$ cat src/sv/escaped_frame_transmitter_core_assert.svh
// ----------------------------------------------------------------------------
// Assertion macros for the escaped frame transmitter
// Clocked on clk, disabled while arst_n is low; empty when NO_ASSERTIONS is set.
// ----------------------------------------------------------------------------
`ifndef ESCAPED_FRAME_TRANSMITTER_CORE_ASSERT_SVH
`define ESCAPED_FRAME_TRANSMITTER_CORE_ASSERT_SVH

`ifndef NO_ASSERTIONS
// same-cycle implication
`define EFT_ASSERT_IMPL(lbl, ante, cons) \
	lbl: assert property (@(posedge clk) disable iff (!arst_n) (ante) |-> (cons)) \
		else $error("assertion failed");
// next-cycle implication
`define EFT_ASSERT_NEXT(lbl, ante, cons) \
	lbl: assert property (@(posedge clk) disable iff (!arst_n) (ante) |=> (cons)) \
		else $error("assertion failed");
`else
`define EFT_ASSERT_IMPL(lbl, ante, cons)
`define EFT_ASSERT_NEXT(lbl, ante, cons)
`endif

`endif

$ cat src/sv/eft_pkg.sv
// ----------------------------------------------------------------------------
// eft_pkg
// Shared constants and the command type passed from front to back.
// ----------------------------------------------------------------------------
package eft_pkg;

	localparam logic [7:0] START_BYTE  = 8'hF0;
	localparam logic [7:0] ESCAPE_BYTE = 8'hF1;
	localparam logic [7:0] END_BYTE    = 8'hF7;

	// command queue depth
	localparam int unsigned CMD_DEPTH = 2;
	localparam int unsigned CMD_AW    = (CMD_DEPTH > 1) ? $clog2(CMD_DEPTH) : 1;
	localparam int unsigned CMD_CW    = $clog2(CMD_DEPTH + 1);

	// bit positions in the byte schedule of one command
	localparam int unsigned SEL_START = 0;
	localparam int unsigned SEL_ESC   = 1;
	localparam int unsigned SEL_DATA  = 2;
	localparam int unsigned SEL_CHK   = 3;
	localparam int unsigned SEL_END   = 4;
	localparam int unsigned SEL_N     = 5;

	typedef logic [SEL_N-1:0] sel_mask_t;

	// one classified input item
	typedef struct packed {
		sel_mask_t  mask;  // line bytes still to send, lowest bit first
		logic [7:0] data;  // payload byte, already inverted if escaped
	} cmd_t;

endpackage

$ cat src/sv/eft_front.sv
// ----------------------------------------------------------------------------
// eft_front
// Accepts payload items and turns each into a byte schedule command.
// ----------------------------------------------------------------------------
module eft_front (
	input  logic         clk,
	input  logic         arst_n,
	input  logic         in_valid,
	input  logic [7:0]   payload_byte,
	input  logic         last_byte,
	input  logic         empty_packet,
	input  logic         q_full,
	output logic         in_ready,
	output logic         push,
	output eft_pkg::cmd_t push_cmd
);
	import eft_pkg::*;

	logic in_frame_q;

	assign in_ready = !q_full;
	assign push     = in_valid && !q_full;

	// classify the item
	always_comb begin
		push_cmd.mask            = '0;
		push_cmd.mask[SEL_START] = !in_frame_q;
		if (empty_packet) begin
			push_cmd.mask[SEL_CHK] = 1'b1;
			push_cmd.mask[SEL_END] = 1'b1;
			push_cmd.data          = 8'h00;
		end else begin
			push_cmd.mask[SEL_ESC]  = payload_byte[7];
			push_cmd.mask[SEL_DATA] = 1'b1;
			push_cmd.mask[SEL_CHK]  = last_byte;
			push_cmd.mask[SEL_END]  = last_byte;
			push_cmd.data           = payload_byte[7] ? ~payload_byte : payload_byte;
		end
	end

	// frame open tracking
	always_ff @(posedge clk or negedge arst_n) begin
		if (!arst_n) begin
			in_frame_q <= 1'b0;
		end else if (push) begin
			in_frame_q <= !(empty_packet || last_byte);
		end
	end

endmodule

$ cat src/sv/eft_cmd_fifo.sv
// ----------------------------------------------------------------------------
// eft_cmd_fifo
// Small register queue of commands between front and back.
// ----------------------------------------------------------------------------
module eft_cmd_fifo (
	input  logic          clk,
	input  logic          arst_n,
	input  logic          push,
	input  eft_pkg::cmd_t push_cmd,
	input  logic          pop,
	output logic          full,
	output logic          not_empty,
	output eft_pkg::cmd_t pop_cmd
);
	import eft_pkg::*;

	cmd_t              entry_q [CMD_DEPTH];
	logic [CMD_AW-1:0] wr_ptr_q;
	logic [CMD_AW-1:0] rd_ptr_q;
	logic [CMD_CW-1:0] count_q;

	assign full      = (count_q == CMD_CW'(CMD_DEPTH));
	assign not_empty = (count_q != '0);
	assign pop_cmd   = entry_q[rd_ptr_q];

	// storage
	always_ff @(posedge clk) begin
		if (push) begin
			entry_q[wr_ptr_q] <= push_cmd;
		end
	end

	// pointers and fill count
	always_ff @(posedge clk or negedge arst_n) begin
		if (!arst_n) begin
			wr_ptr_q <= '0;
			rd_ptr_q <= '0;
			count_q  <= '0;
		end else begin
			if (push) begin
				wr_ptr_q <= (wr_ptr_q == CMD_AW'(CMD_DEPTH - 1)) ? '0 : wr_ptr_q + 1'b1;
			end
			if (pop) begin
				rd_ptr_q <= (rd_ptr_q == CMD_AW'(CMD_DEPTH - 1)) ? '0 : rd_ptr_q + 1'b1;
			end
			if (push && !pop) begin
				count_q <= count_q + 1'b1;
			end else if (pop && !push) begin
				count_q <= count_q - 1'b1;
			end
		end
	end

endmodule

$ cat src/sv/eft_back.sv
// ----------------------------------------------------------------------------
// eft_back
// Walks each command's byte schedule, keeps the checksum, drives the output.
// ----------------------------------------------------------------------------
module eft_back (
	input  logic          clk,
	input  logic          arst_n,
	input  logic          q_not_empty,
	input  eft_pkg::cmd_t q_cmd,
	output logic          pop,
	output logic          out_valid,
	input  logic          out_ready,
	output logic [7:0]    line_byte,
	output logic          run_last,
	output logic          frame_end
);
	import eft_pkg::*;

`include "escaped_frame_transmitter_core_assert.svh"

	sel_mask_t  mask_q;
	logic [7:0] data_q;
	logic [6:0] acc_q;
	logic       out_valid_q;
	logic [7:0] line_q;
	logic       last_q;
	logic       end_q;

	logic       can_out;
	logic       advance;
	sel_mask_t  rest;
	logic [7:0] sel_byte;
	logic       sel_end;
	logic [6:0] acc_d;

	assign can_out  = !out_valid_q || out_ready;
	assign advance  = (mask_q != '0) && can_out;
	assign rest     = mask_q & (mask_q - 1'b1);
	assign pop      = q_not_empty && ((mask_q == '0) || (advance && (rest == '0)));

	// pick the next line byte and its checksum effect
	always_comb begin
		sel_end = 1'b0;
		priority if (mask_q[SEL_START]) begin
			sel_byte = START_BYTE;
			acc_d    = 7'd1 + START_BYTE[6:0];
		end else if (mask_q[SEL_ESC]) begin
			sel_byte = ESCAPE_BYTE;
			acc_d    = acc_q + 7'd1 + ESCAPE_BYTE[6:0];
		end else if (mask_q[SEL_DATA]) begin
			sel_byte = data_q;
			acc_d    = acc_q + 7'd1 + data_q[6:0];
		end else if (mask_q[SEL_CHK]) begin
			sel_byte = {1'b0, acc_q};
			acc_d    = acc_q;
		end else begin
			sel_byte = END_BYTE;
			sel_end  = 1'b1;
			acc_d    = 7'd0;
		end
	end

	// command register
	always_ff @(posedge clk or negedge arst_n) begin
		if (!arst_n) begin
			mask_q <= '0;
		end else if (pop) begin
			mask_q <= q_cmd.mask;
		end else if (advance) begin
			mask_q <= rest;
		end
	end

	always_ff @(posedge clk) begin
		if (pop) begin
			data_q <= q_cmd.data;
		end
	end

	// checksum and output register
	always_ff @(posedge clk or negedge arst_n) begin
		if (!arst_n) begin
			acc_q       <= '0;
			out_valid_q <= 1'b0;
		end else if (advance) begin
			acc_q       <= acc_d;
			out_valid_q <= 1'b1;
		end else if (out_ready) begin
			out_valid_q <= 1'b0;
		end
	end

	always_ff @(posedge clk) begin
		if (advance) begin
			line_q <= sel_byte;
			last_q <= (rest == '0);
			end_q  <= sel_end;
		end
	end

	assign out_valid = out_valid_q;
	assign line_byte = line_q;
	assign run_last  = last_q;
	assign frame_end = end_q;

	// checks
	`EFT_ASSERT_IMPL(a_end_is_last, out_valid_q && end_q, last_q && (line_q == END_BYTE))
	`EFT_ASSERT_NEXT(a_acc_clear, advance && sel_end, acc_q == 7'd0)
	`EFT_ASSERT_NEXT(a_load_nonempty, pop, mask_q != '0)

endmodule

$ cat src/sv/escaped_frame_transmitter_core.sv
// ----------------------------------------------------------------------------
// escaped_frame_transmitter_core
// Byte-stuffing framer: start byte, escaped payload, 7-bit checksum, end byte.
// ----------------------------------------------------------------------------
// The first line byte of an item passes the command queue and the command register, then the output register.
// One line byte per cycle while the receiver accepts, so an item yields 1 to 5 line bytes
//   (start, escape, data, checksum, end) through the single output byte port.
// A 2-entry command queue lets the input side run ahead of the output side.
// Reset: arst_n clears the queue, frame state, checksum and output valid.
module escaped_frame_transmitter_core (
	input  logic       clk,
	input  logic       arst_n,
	input  logic       s_tvalid,
	output logic       s_tready,
	input  logic [7:0] s_tdata,   // [7:0] payload_byte
	input  logic       s_tlast,   // last_byte
	input  logic       s_tuser,   // empty_packet
	output logic       m_tvalid,
	input  logic       m_tready,
	output logic [7:0] m_tdata,   // [7:0] line_byte
	output logic       m_tlast,   // run_last
	output logic       m_tuser    // frame_end
);
	import eft_pkg::*;

	logic q_full;
	logic q_not_empty;
	logic push;
	logic pop;
	cmd_t push_cmd;
	cmd_t pop_cmd;

	eft_front u_front (
		.clk          (clk),
		.arst_n       (arst_n),
		.in_valid     (s_tvalid),
		.payload_byte (s_tdata),
		.last_byte    (s_tlast),
		.empty_packet (s_tuser),
		.q_full       (q_full),
		.in_ready     (s_tready),
		.push         (push),
		.push_cmd     (push_cmd)
	);

	eft_cmd_fifo u_fifo (
		.clk       (clk),
		.arst_n    (arst_n),
		.push      (push),
		.push_cmd  (push_cmd),
		.pop       (pop),
		.full      (q_full),
		.not_empty (q_not_empty),
		.pop_cmd   (pop_cmd)
	);

	eft_back u_back (
		.clk         (clk),
		.arst_n      (arst_n),
		.q_not_empty (q_not_empty),
		.q_cmd       (pop_cmd),
		.pop         (pop),
		.out_valid   (m_tvalid),
		.out_ready   (m_tready),
		.line_byte   (m_tdata),
		.run_last    (m_tlast),
		.frame_end   (m_tuser)
	);

endmodule

$ cat config.mk
export PLATFORM = sky130hd
export DESIGN_NAME = escaped_frame_transmitter_core
export DESIGN_NICKNAME = d
export VERILOG_FILES = /design/src/sv/eft_pkg.sv /design/src/sv/eft_front.sv /design/src/sv/eft_cmd_fifo.sv /design/src/sv/eft_back.sv /design/src/sv/escaped_frame_transmitter_core.sv
export VERILOG_INCLUDE_DIRS = /design/src /design/src/sv
export SDC_FILE = /design/constraint.sdc
export NUM_CORES = 1
export LEC_CHECK = 0
export ABC_CLOCK_PERIOD_IN_PS = 3100
export BUFFER_PORTS_ARGS = -buffer_cell sky130_fd_sc_hd__buf_2
export CAP_MARGIN = 20
export CORE_MARGIN = 2
export CORE_UTILIZATION = 45
export DETAILED_ROUTE_END_ITERATION = 12
export PLACE_DENSITY_LB_ADDON = 0.15
export REMOVE_ABC_BUFFERS = 1
export SETUP_SLACK_MARGIN = 0.3
export SLEW_MARGIN = 5
export SYNTH_ARGS = -nofsm -noshare
export SYNTH_HDL_FRONTEND = slang
export SYNTH_SLANG_ARGS = --single-unit
export TNS_END_PERCENT = 30
$ cat constraint.sdc
create_clock -name clk -period 3.1 [get_ports clk]
set_input_delay 0.155 -clock clk [delete_from_list [all_inputs] [get_ports clk]]
set_output_delay 0.155 -clock clk [all_outputs]
set_load 0.005 [all_outputs]
==> results.sh, run 1 <==
export IMPL_initial_core_util_pct=46.3
export IMPL_row_count=29
export IMPL_io_pins=26
export IMPL_skew_ns=0.0112
export IMPL_hold_viol_final=0
export IMPL_fmax_ghz=0.384
export IMPL_layout_drive_gt1_share_pct=21.7
export IMPL_cap_violations=0
export IMPL_via_count=1845
export IMPL_worst_setup_path_type="reg -> reg"
export IMPL_setup_tns_ns=0
export IMPL_leakagePower_nw=1.30
export IMPL_cts_sinks=57
export IMPL_dpl_cell_area_mm2=0.00311
export IMPL_synth_flop_cell="edfxtp_1"
export IMPL_grt_pass1_vias=1845
export IMPL_die_area_mm2=0.00719
export IMPL_synth_top_area_share_pct=39.9
export IMPL_finalCritPeriodShare_pct=83.9
export IMPL_cp_start_kind="flip-flop"
export IMPL_grt_pass1_wl_mm=8.92
export IMPL_power_mw=3.56
export IMPL_overflow=0
export IMPL_synth_seq_cells=57
export IMPL_place_congestion=0.818
export IMPL_multi_input_area_mm2=0.00122
export IMPL_drc=0
export IMPL_drt_iter0_drc=108
export IMPL_worstSkewPairLatency_ns=0.33
export IMPL_grt_util_met2_pct=25.7
export IMPL_met3_usage_pct=4.13
export IMPL_synth_edf_count=39
export IMPL_crit_required_ns=3.35
export IMPL_grt_use_met1_pct=20.8
export IMPL_cts_tree="yes"
export IMPL_async_flop_share_pct=31.6
export IMPL_hold_ws_ns=0.112
export IMPL_powerDensity_mw_per_mm2=1080
export IMPL_setup_viol=0
export IMPL_areaGrowthSynthToFinish_pct=12.1
export IMPL_die_h_um=84.8
export IMPL_status="complete, no violations"
export IMPL_final_area_mm2=0.00329
export IMPL_clock_root_buffer="clkbuf_8"
export IMPL_wirelength_mm=5.17
export IMPL_worstSetupEndpointType="flip-flop"
export IMPL_routedWlPerCell_um=14.4
export IMPL_max_vdd_ir_drop_mv=0.534
export IMPL_clock_path_buffers=2
export IMPL_yosys_warnings=0
export IMPL_place_inst=341
export IMPL_cp_max_fo=9
export IMPL_netlist_area_mm2=0.00294
export IMPL_worstMarginPinSlew_ns=0.779
export IMPL_synth_most_common_cell="edfxtp_1"
export IMPL_rsz0062_at_grt="false"
export IMPL_final_seq_area_mm2=0.00162
export IMPL_synthDistinctLibCells=49
export IMPL_nNetsFinal=300
export IMPL_yosys_top_cells_count="edfxtp_1, nor2_1, xnor2_1"
export IMPL_ys_seq_area_share_pct=55.2
export IMPL_dp_slack_ns=0.473
export IMPL_yosysTopAreaCell="edfxtp_1"
export IMPL_fillers=575
export IMPL_fin_crit_ns=2.60
export IMPL_syn_inst=248
export IMPL_dp_hpwl_mm=3.76
export IMPL_cts_setup_buffers=0
export IMPL_dr_pass1_iters=4
export IMPL_fin_cells=358
export IMPL_cts_made_buffers=9
export IMPL_antenna_found_initial=0
export IMPL_portBuffers=25
export IMPL_grtUsageTotal_pct=16.3
export IMPL_grt_max_degree=19
export IMPL_grt_busiest_layer="met2"
export IMPL_clk_pin_slew_worst_paths_ns=0.06
export IMPL_utilization_pct=51.8
export IMPL_arrival_ns=2.85
export IMPL_slew_viol_final=0
export IMPL_syn_area_per_cell_um2=11.8
export IMPL_relSlewSlack_pct=47.8
export IMPL_hold_path_class="in -> reg"
export IMPL_die_w_um=84.8
export IMPL_postLayoutSetupSlackWorst_ns=0.498
export IMPL_h_tree_depth=3
export IMPL_ant_nets=0
export IMPL_core_mm2=0.00635
export IMPL_viasPerCell=5.15
export IMPL_synth_area_leaders="edfxtp_1, dfrtp_1, xnor2_1"
export IMPL_diodes=0
-- layer usage --
layer / vias to the layer above / part of all wire [%]
met3: 6 / 4.0
met5: - / 0
met4: 0 / 1.3
met2: 41 / 48
li1: 950 / -
met1: 848 / 46
-- placed cells by master, fill, tap and decap left out, types with 9 or more instances in the layout --
cell type  instances
xnor2_1           20
clkbuf_8          10
inv_1              9
ha_1               9
nand2_1           19
o21ai_0           10
edfxtp_1          39
buf_2             25
a21oi_1            9
nor2_1            22
dfrtp_1           17
-- logic make-up after synthesis --
family | Yosys count | synth area share, %
buffers and inverters | 21 | 3.32
and+or+nand+nor | 63 | 9.97
DFF | 57 | 55.2
xor gates and xnor gates | 28 | 8.60
AOI/OAI and AO/OA | 56 | 13.6
muxes | 12 | 4.43
adders and majority gates | 11 | 4.90
-- worst max-delay path: stages, from the launching register on --
cell and delay, ns:
dfrtp_2 0.46, ha_1 0.29, nor2b_1 0.18, or2_2 0.33
ha_1 0.23, and2_1 0.15, a311o_1 0.31, a21oi_1 0.17
xnor2_1 0.14, nand2_1 0.07, a32oi_1 0.20
-- timing repair --
action | in CTS | in global routing
resized for setup | 0 | 1
endpoints found under the hold margin | 18 | 0
hold buffers | 1 | 0
endpoints found under the setup margin | 0 | 3
-- worst paths after layout --
kind                                         start                 end  slack, ns  cells past startpoint
worst max-delay path               u_back.acc_q[0]     u_back.acc_q[5]       0.50                     10
worst max register to register     u_back.acc_q[0]     u_back.acc_q[5]       0.50                     10
max in group asynchronous                   arst_n     u_back.acc_q[0]       2.47                      2
worst min register to register  u_front.in_frame_q  u_front.in_frame_q       0.48                      2
worst min-delay path                       s_tlast  u_front.in_frame_q       0.11                      3
min in group asynchronous                   arst_n    u_back.out_valid       0.30                      2
-- power breakdown --
group,switching [mW],leakage [nW],internal (mW)
Sequential,0.278,0.581,1.18
Clock,0.270,0.0834,0.309
Combinational,0.805,0.635,0.717
-- registers in the layout, summed over array words and instances (netlist names) --
signal              cells
u_back.frame_end        1
u_back.acc_q            7
u_back.out_valid        1
u_fifo.entry_q         22
u_fifo.rd_ptr_q         1
u_fifo.wr_ptr_q         1
u_back.run_last         1
u_front.in_frame_q      1
u_back.mask_q           5
u_fifo.count_q          2
u_back.line_byte        8
u_back.data_q           7
-- cell type report --
cell class	count	area share, %
Tap cell	77	2.93
Timing Repair Buffer	28	4.56
Inverter	10	1.14
Clock buffer	13	4.52
Multi-Input combinational cell	170	37.0
Sequential cell	57	49.3
Clock inverter	3	0.532
No activity file was read; power rests on OpenSTA's default activity.
==> inputs of run 2 (changes only) <==
ABC_AREA = 1   (was default)
ABC_CLOCK_PERIOD_IN_PS = 2390   (was 3100)
clock period = 2.39 ns   (was 3.1 ns; I/O delays follow)
==> results.sh, run 2 <==
export IMPL_largest_reg_flops=22
export IMPL_cp_start_kind="flip-flop"
export IMPL_overflow=0
export IMPL_p_sw_share_pct=41.4
export IMPL_portBuffers=25
export IMPL_rsz0062_at_grt="true"
export IMPL_layout_common_cells="nand2_1, inv_1, edfxtp_1, nor2_1, buf_2"
export IMPL_clock_path_buffers=2
export IMPL_worstPathCellList="ha_4, inv_1, nand2_1, and2_1, ha_4, a21oi_2, or2_2, nand3_1, nand2_1, nand3_1, nand3_1, nand2_1, inv_1"
export IMPL_layout_drive_gt1_share_pct=22.4
export IMPL_status="complete, but fails checks"
export IMPL_die_w_um=85.8
export IMPL_clock_root_buffer="clkbuf_8"
export IMPL_synth_area_leaders="edfxtp_1, dfrtp_1, nand2_1"
export IMPL_worst_setup_path_type="reg -> reg"
export IMPL_worstMarginPinSlew_ns=0.461
export IMPL_syn_area_per_cell_um2=9.07
export IMPL_netlist_area_mm2=0.00301
export IMPL_worstSkewPairLatency_ns=0.34
export IMPL_clkPwrFrac_pct=16.7
export IMPL_hold_path_class="in -> reg"
export IMPL_antenna_found_initial=0
export IMPL_worstSetupEndpointType="flip-flop"
export IMPL_crit_required_ns=2.62
export IMPL_hold_viol_final=0
export IMPL_grt_pass1_vias=2111
export IMPL_powerDensity_mw_per_mm2=1460
export IMPL_fillers=563
export IMPL_arrival_ns=2.31
export IMPL_dp_hpwl_mm=4.20
export IMPL_largest_register="u_fifo.entry_q"
export IMPL_wl_met1_mm=2.84
export IMPL_ys_seq_area_share_pct=53.8
export IMPL_critPathMaxStageDelay_ns=0.46
export IMPL_p_switching_mw=2.18
export IMPL_final_common_cell="nand2_1"
export IMPL_finalCritPeriodShare_pct=86.8
export IMPL_p_int_mw=3.08
export IMPL_wl_met3_um=195
export IMPL_cap_violations=0
export IMPL_synthDistinctLibCells=37
export IMPL_wl_met2_mm=2.84
export IMPL_cp_max_fo=6
export IMPL_synth_top_area_share_pct=38.9
export IMPL_setup_tns_ns=0
export IMPL_diodes=0
export IMPL_row_count=29
export IMPL_syn_inst=332
export IMPL_cts_sinks=57
export IMPL_yosysTopAreaCell="edfxtp_1"
export IMPL_relSlewSlack_pct=69.2
export IMPL_power_frac_comb_pct=48.4
export IMPL_grt_pass1_wl_mm=9.63
export IMPL_viasPerCell=5.02
export IMPL_initial_core_util_pct=46.9
export IMPL_fin_crit_ns=2.07
export IMPL_fmax_ghz=0.482
export IMPL_clk_pin_slew_worst_paths_ns=0.07
export IMPL_yosys_top_cells_count="nand2_1, inv_1, edfxtp_1"
export IMPL_cpMaxStageDelayCell="dfrtp_2"
export IMPL_drt_iter0_drc=151
export IMPL_utilization_pct=56.1
export IMPL_synth_edf_count=39
export IMPL_dr_pass1_iters=11
export IMPL_wirelength_mm=5.95
export IMPL_ant_nets=0
export IMPL_setup_viol=0
export IMPL_drc=1
export IMPL_routedWlPerCell_um=13.0
export IMPL_cts_made_buffers=9
export IMPL_grt_max_degree=19
export IMPL_yosys_warnings=0
export IMPL_grtUsageTotal_pct=17.0
export IMPL_die_area_mm2=0.00736
export IMPL_slew_viol_final=0
export IMPL_via_count=2287
export IMPL_seqPwrFrac_pct=35.0
export IMPL_h_tree_depth=3
export IMPL_async_flop_share_pct=31.6
export IMPL_skew_ns=0.00987
export IMPL_synth_most_common_cell="nand2_1"
export IMPL_reg2reg_slack_ns=0.32
export IMPL_max_vdd_ir_drop_mv=0.583
export IMPL_place_congestion=0.898
export IMPL_nNetsFinal=398
export IMPL_cts_tree="yes"
export IMPL_io_pins=26
export IMPL_areaGrowthSynthToFinish_pct=19.6
export IMPL_core_mm2=0.00642
export IMPL_synth_seq_cells=57
export IMPL_leakagePower_nw=1.59
export IMPL_violations="DRC"
export IMPL_die_h_um=85.8
export IMPL_synth_flop_cell="edfxtp_1"
export IMPL_routed_top_layer="met4"
## run 2: metal layers
layer,vias up,GRT usage (%)
met5,-,0
met4,0,7.79
met3,6,4.04
met2,43,27.2
met1,1062,22.0
li1,1176,-
## run 2: kinds of logic (layout without fill, tap and decap cells)
logic type / after synthesis / after routing / synth area share, %
xor+xnor: 11 / 11 / 3.20
simple gates: 168 / 168 / 24.8
fa+ha+maj: 10 / 10 / 4.40
compound gates: 36 / 36 / 7.23
flops: 57 / 57 / 53.8
buf+inv: 50 / 97 / 6.56
## run 2: cell type report
cell class                      count  area (um2)  area share, %
Sequential cell                    57        1630           45.2
Tap cell                           77        96.3           2.67
Inverter                           44         170           4.72
Clock inverter                      5        56.3           1.56
Clock buffer                       11         131           3.65
Multi-Input combinational cell    225        1300           36.2
Timing Repair Buffer               37         218           6.04
## run 2: timing repair
action                     4_1_cts  5_1_grt
pin swaps                        0        7
buffers inserted                 2        5
gates cloned                     0        0
hold endpoints to repair        18        0
setup endpoints to repair        4        5
hold buffers                     1        0
gates resized for setup          9       16
## run 2: critical path, delay by kind of cell, from the launching register on
family	cells	cell delay, ns
simple gates	8	0.84
compound gates	1	0.07
buf+inv	2	0.08
fa+ha+maj	2	0.53
flops	1	0.46
## run 2: power groups by stage
stage / combinational (mW) / clock (mW) / sequential, mW
floorplan: 1.63 / 0 / 1.79
global placement: 2.16 / 0 / 1.82
detailed placement: 2.20 / 0 / 1.83
CTS: 2.29 / 0.886 / 1.82
global route: 2.87 / 0.942 / 1.87
finish: 2.54 / 0.876 / 1.84
## run 2: final timing paths
check	startpoint	endpoint	cells after the start
max	u_back.acc_q[1]	u_back.acc_q[5]	13
min	s_tlast	u_fifo.entry_q[1][11]	2
max reg2reg	u_back.acc_q[1]	u_back.acc_q[5]	13
min reg2reg	u_front.in_frame_q	u_front.in_frame_q	2
max in group asynchronous	arst_n	u_back.acc_q[3]	2
min in group asynchronous	arst_n	u_back.acc_q[6]	2
## run 2: per-stage QoR
stage          cell area, um2  instances  hold WS, ns  power (mW)  worst slack, ns
2_1_floorplan            2980        326       -0.176        3.42            0.267
3_3_place_gp             3240        432        0.103        3.98            0.140
3_5_place_dp             3240        432        0.103        4.02           0.0826
4_1_cts                  3490        451       0.0652        5.00            0.296
5_1_grt                  3600        456       0.0628        5.68            0.208
6_report                 3600        456       0.0667        5.26            0.315
